## src/sv/psrw_pkg.sv

```systemverilog
// ----------------------------------------------------------------------------
// psrw_pkg
// Shared types and constants of the per-source replay window unit.
// ----------------------------------------------------------------------------
package psrw_pkg;

  localparam int unsigned SrcW   = 8;
  localparam int unsigned NonceW = 64;

  typedef enum logic [1:0] {
    VERDICT_OK    = 2'd0,
    VERDICT_RANGE = 2'd1,
    VERDICT_OLD   = 2'd2,
    VERDICT_DUP   = 2'd3
  } verdict_e;

  typedef enum logic [1:0] {
    ST_IDLE,
    ST_READ,
    ST_CMP,
    ST_UPD
  } state_e;

  typedef struct packed {
    logic capture;
    logic rd;
    logic cmp;
    logic commit;
  } ctl_cmd_t;

  typedef struct packed {
    logic out_stall;
  } ctl_sts_t;

endpackage

```

## src/sv/psrw_ctrl.sv

```systemverilog
// ----------------------------------------------------------------------------
// psrw_ctrl
// Sequencer that walks one packet through read, compare and update.
// ----------------------------------------------------------------------------
module psrw_ctrl (
  input  logic               clk_i,
  input  logic               rst_ni,
  input  logic               in_valid_i,
  output logic               in_ready_o,
  input  psrw_pkg::ctl_sts_t sts_i,
  output psrw_pkg::ctl_cmd_t cmd_o
);

  psrw_pkg::state_e state_q, state_d;

  always_ff @(posedge clk_i or negedge rst_ni) begin
    if (!rst_ni) begin
      state_q <= psrw_pkg::ST_IDLE;
    end else begin
      state_q <= state_d;
    end
  end

  always_comb begin
    state_d    = state_q;
    in_ready_o = 1'b0;
    cmd_o      = '0;
    unique case (state_q)
      psrw_pkg::ST_IDLE: begin
        in_ready_o = 1'b1;
        if (in_valid_i) begin
          cmd_o.capture = 1'b1;
          state_d       = psrw_pkg::ST_READ;
        end
      end
      psrw_pkg::ST_READ: begin
        cmd_o.rd = 1'b1;
        state_d  = psrw_pkg::ST_CMP;
      end
      psrw_pkg::ST_CMP: begin
        cmd_o.cmp = 1'b1;
        state_d   = psrw_pkg::ST_UPD;
      end
      psrw_pkg::ST_UPD: begin
        if (!sts_i.out_stall) begin
          cmd_o.commit = 1'b1;
          state_d      = psrw_pkg::ST_IDLE;
        end
      end
      default: begin
        state_d = psrw_pkg::ST_IDLE;
      end
    endcase
  end

endmodule

```

## config.mk

```make
export PLATFORM = sky130hd
export DESIGN_NAME = psrw_ctrl
export DESIGN_NICKNAME = d
export VERILOG_FILES = /design/src/sv/psrw_pkg.sv /design/src/sv/psrw_ctrl.sv
export SDC_FILE = /design/constraint.sdc
export NUM_CORES = 1
export LEC_CHECK = 0
export ABC_AREA = 1
export BUFFER_PORTS_ARGS = -buffer_cell sky130_fd_sc_hd__buf_2
export CAP_MARGIN = 5
export CORE_AREA = 2 2 39 41
export CTS_BUF_LIST = sky130_fd_sc_hd__clkbuf_4 sky130_fd_sc_hd__clkbuf_8
export DETAILED_ROUTE_END_ITERATION = 6
export DIE_AREA = 0 0 41 43
export GPL_TIMING_DRIVEN = 1
export PLACE_DENSITY = 0.37
export REMOVE_ABC_BUFFERS = 1
export SLEW_MARGIN = 25
export SYNTH_ARGS = -nofsm -noshare
export SYNTH_HDL_FRONTEND = slang
export SYNTH_SLANG_ARGS = --single-unit
```

## constraint.sdc

```tcl
create_clock -name clk_i -period 0.92 [get_ports clk_i]
set_input_delay 0.184 -clock clk_i [delete_from_list [all_inputs] [get_ports clk_i]]
set_output_delay 0.184 -clock clk_i [all_outputs]
set_load 0.005 [all_outputs]
```

==> metrics.md <==
| Metric | Value |
|---|---|
| Final Cycle Share | `134.6%` |
| Placed cell count | `52` |
| Synth top area share | `27.59%` |
| Synth Instances | `25` |
| Routed length on met1 | `156 um` |
| Largest cells by area after synthesis | `dfrtp_1, ha_1, inv_1` |
| DP HPWL | `314.3 um` |
| Reg area | `51.30 um^2` |
| Routed length on met3 | `12 um` |
| Reg-to-Reg End | `state_q[0]` |
| #FFs+latches synth | `2` |
| Clock-pin slew on the worst setup and hold paths | `30 ps` |
| Drc violations | `0` |
| Post-Syn Area | `181.4 um^2` |
| FF-to-FF path depth | `7` |
| Crit-path max cell delay | `420 ps` |
| Antenna Nets Post-Route | `0` |
| Critical path startpoint category | `flip-flop` |
| Slew headroom | `89.98%` |
| Antenna violations before repair | `0` |
| I/O pin cnt | `9` |
| Setup Crit Path Kind | `flip-flop to output port` |
| Final clock skew | `1.416 ps` |
| Global route overflow | `0` |
| Nets | `54` |
| Largest net degree at the start of global routing | `5` |
| Status | `finished, violations left` |
| RSZ-0062 raised after global routing | `true` |
| DRT Pass-1 Iters | `3` |
| Critical-path top delay cell | `dfrtp_2` |
| P_leak | `0.2140 nW` |
| Placed cell area | `264.0 um^2` |
| Die area | `1763 um^2` |
| Sequential area share after synthesis | `27.59%` |
| Slew @ Worst Pin | `150.3 ps` |
| Core area | `1384 um^2` |
| Layout area overhead | `109.0%` |
| Final min period | `1239 ps` |
| Sink Count | `2` |
| Clock tree from TritonCTS | `done` |
| Worst-path cell chain | `inv_2, ha_4, nand2_2, inv_1, buf_2` |
| Worst endpoint required time | `740 ps` |
| Net Sw Frac | `37.87%` |
| Largest registers | `state_q x2` |
| Yosys top cell by area | `dfrtp_1` |
| Die Y | `43 um` |
| Setup TNS | `-1837 ps` |
| Buf/Inv on CP | `3` |
| Max Cap Viol | `0` |
| Antenna Cells | `0` |
| Total chip power | `0.001276 W` |
| Non-Filler Cell Area, Final | `379.1 um^2` |
| Fin. Hold Viols | `0` |
| Flop2flop setup slack | `-180 ps` |
| Largest Register | `state_q` |
| CP endpoint | `cmd_o[3]` |
| Critical path depth | `5` |
| Layout cells sized above 1 | `65.91%` |
| First-pass GRT wire length | `786 um` |
| Via/cell ratio | `3.650` |
| Hold Crit Class | `primary input to asynchronous set/reset pin` |
| Multi-input logic area | `142.6 um^2` |
| Row cnt | `14` |
| PwrDens | `3364 nW/um^2` |
| Worst VDD drop | `0.0007247 V` |
| Top cells by count, synth | `inv_1, nand2_1, ha_1` |
| GP Congestion | `0.6736` |
| Internal | `0.0007924 W` |
| Beginning of the critical path | `state_q[1]` |
| Via Count | `219` |
| Family with the most delay on the worst path | `flip-flops` |
| Gr usage total | `7.129%` |
| Initial Util | `13.11%` |
| Max Clk Rate | `0.8074 GHz` |
| DR iter-0 viols | `4` |
| Synth warn | `0` |
| Endpoints failing setup | `7` |
| Asr flop ratio synth | `100.0%` |
| Worst Path Arrival | `1050 ps` |
| Syn avg cell area | `7.257 um^2` |
| Final worst setup slack | `-318.6 ps` |
| Sw power | `0.0004831 W` |
| Die width | `41 um` |
| EDFF count, synth | `0` |
| Top layer in use | `met3` |
| Crit-path max FO | `4` |
| Worst r2r src | `state_q[0]` |
| WL final | `459 um` |
| Hold Slack | `276.0 ps` |
| Max reg flops | `2` |
| Ys flop type | `dfrtp_1` |
| Clock Latency Late Sink | `220 ps` |
| Number of global-route vias before repair | `229` |
| I/O Buffers | `8` |
| Cts bufs inserted | `3` |
| Netlist cell types | `7` |
| Met2 routed WL | `290 um` |
| DR WL/cell | `7.650 um` |
| CP endpoint kind | `output port` |
| Clock power share | `14.9%` |
| H-tree depth | `1` |
| Fillers | `163` |
| Most frequent cell after synthesis | `inv_1` |
| Non-Filler Instances | `60` |
| CTS root buf | `clkbuf_4` |
| Sequential power share | `16.0%` |
| Final slew viol count | `0` |
| Combinational cell fraction of total power | `69.0%` |
| Failing checks | `negative setup slack` |
| Bufs on Longest Clock Path | `2` |
-- logic make-up after synthesis --
group	count (synthesis)	share of synthesized area (%)
buffers and inverters	7	14.49
DFF	2	27.59
adders and majority gates	4	27.59
and+or+nand+nor	12	30.34
-- cell usage in the layout, fill, tap and decap left out, types with 2 or more instances in the layout --
master | netlist | routed
inv_2 | 0 | 2
nand2_1 | 6 | 5
nand2_2 | 3 | 3
buf_2 | 0 | 7
buf_4 | 0 | 5
clkbuf_4 | 0 | 3
ha_2 | 0 | 2
nand3_1 | 2 | 2
inv_1 | 7 | 5
buf_6 | 0 | 3
ha_4 | 0 | 2
-- per-stage QoR --
stage | util (%) | setup slack (ps)
2_1_floorplan | - | -95.67
3_3_place_gp | 19.08 | -183.8
3_5_place_dp | 19.08 | -191.9
4_1_cts | 26.31 | -337.0
5_1_grt | 27.40 | -384.8
6_report | 27.40 | -318.6
-- power by group through the flow --
stage          clock, W  sequential (W)  combinational, W
4_1_cts        0.000200        0.000197          0.000816
3_3_place_gp          0        0.000188          0.000566
5_1_grt        0.000225        0.000217          0.000975
2_1_floorplan         0        0.000177          0.000321
3_5_place_dp          0        0.000192          0.000559
6_report       0.000191        0.000204          0.000880
-- layer usage --
metal	track usage, %	vias up
met1	6.431	105
met2	11.25	3
li1	-	111
met4	6.000	0
met3	3.141	0
met5	0	-
-- repair_timing --
action | 4_1_cts | 5_1_grt
hold buffers | 1 | 0
buffers inserted | 3 | 1
resized for setup | 11 | 3
setup endpoints to repair | 7 | 7
hold endpoints to repair | 2 | 0
pin swaps | 3 | 2
-- final cells by class --
class                           count  area share, %
Multi-Input combinational cell     16          37.62
Timing Repair Buffer               16          30.69
Sequential cell                     2          13.53
Inverter                            7          6.931
Clock buffer                        3          5.941
Tap cell                           16          5.281
-- worst register-to-register path, stage by stage (launching register included) --
cell	delay, ps
dfrtp_1	390
inv_2	80
ha_4	170
buf_4	140
nand2_4	60
nand2_2	50
nand2_1	50
nand2_1	50
-- worst min-delay path by stage --
stage | endpoint | slack [ps]
3_3_place_gp | state_q[0] | -30
6_report | state_q[1] | 280
4_1_cts | state_q[1] | 270
2_1_floorplan | state_q[0] | -110
5_1_grt | state_q[1] | 280
3_5_place_dp | state_q[0] | -30
Power figures use the tool's default switching activity.
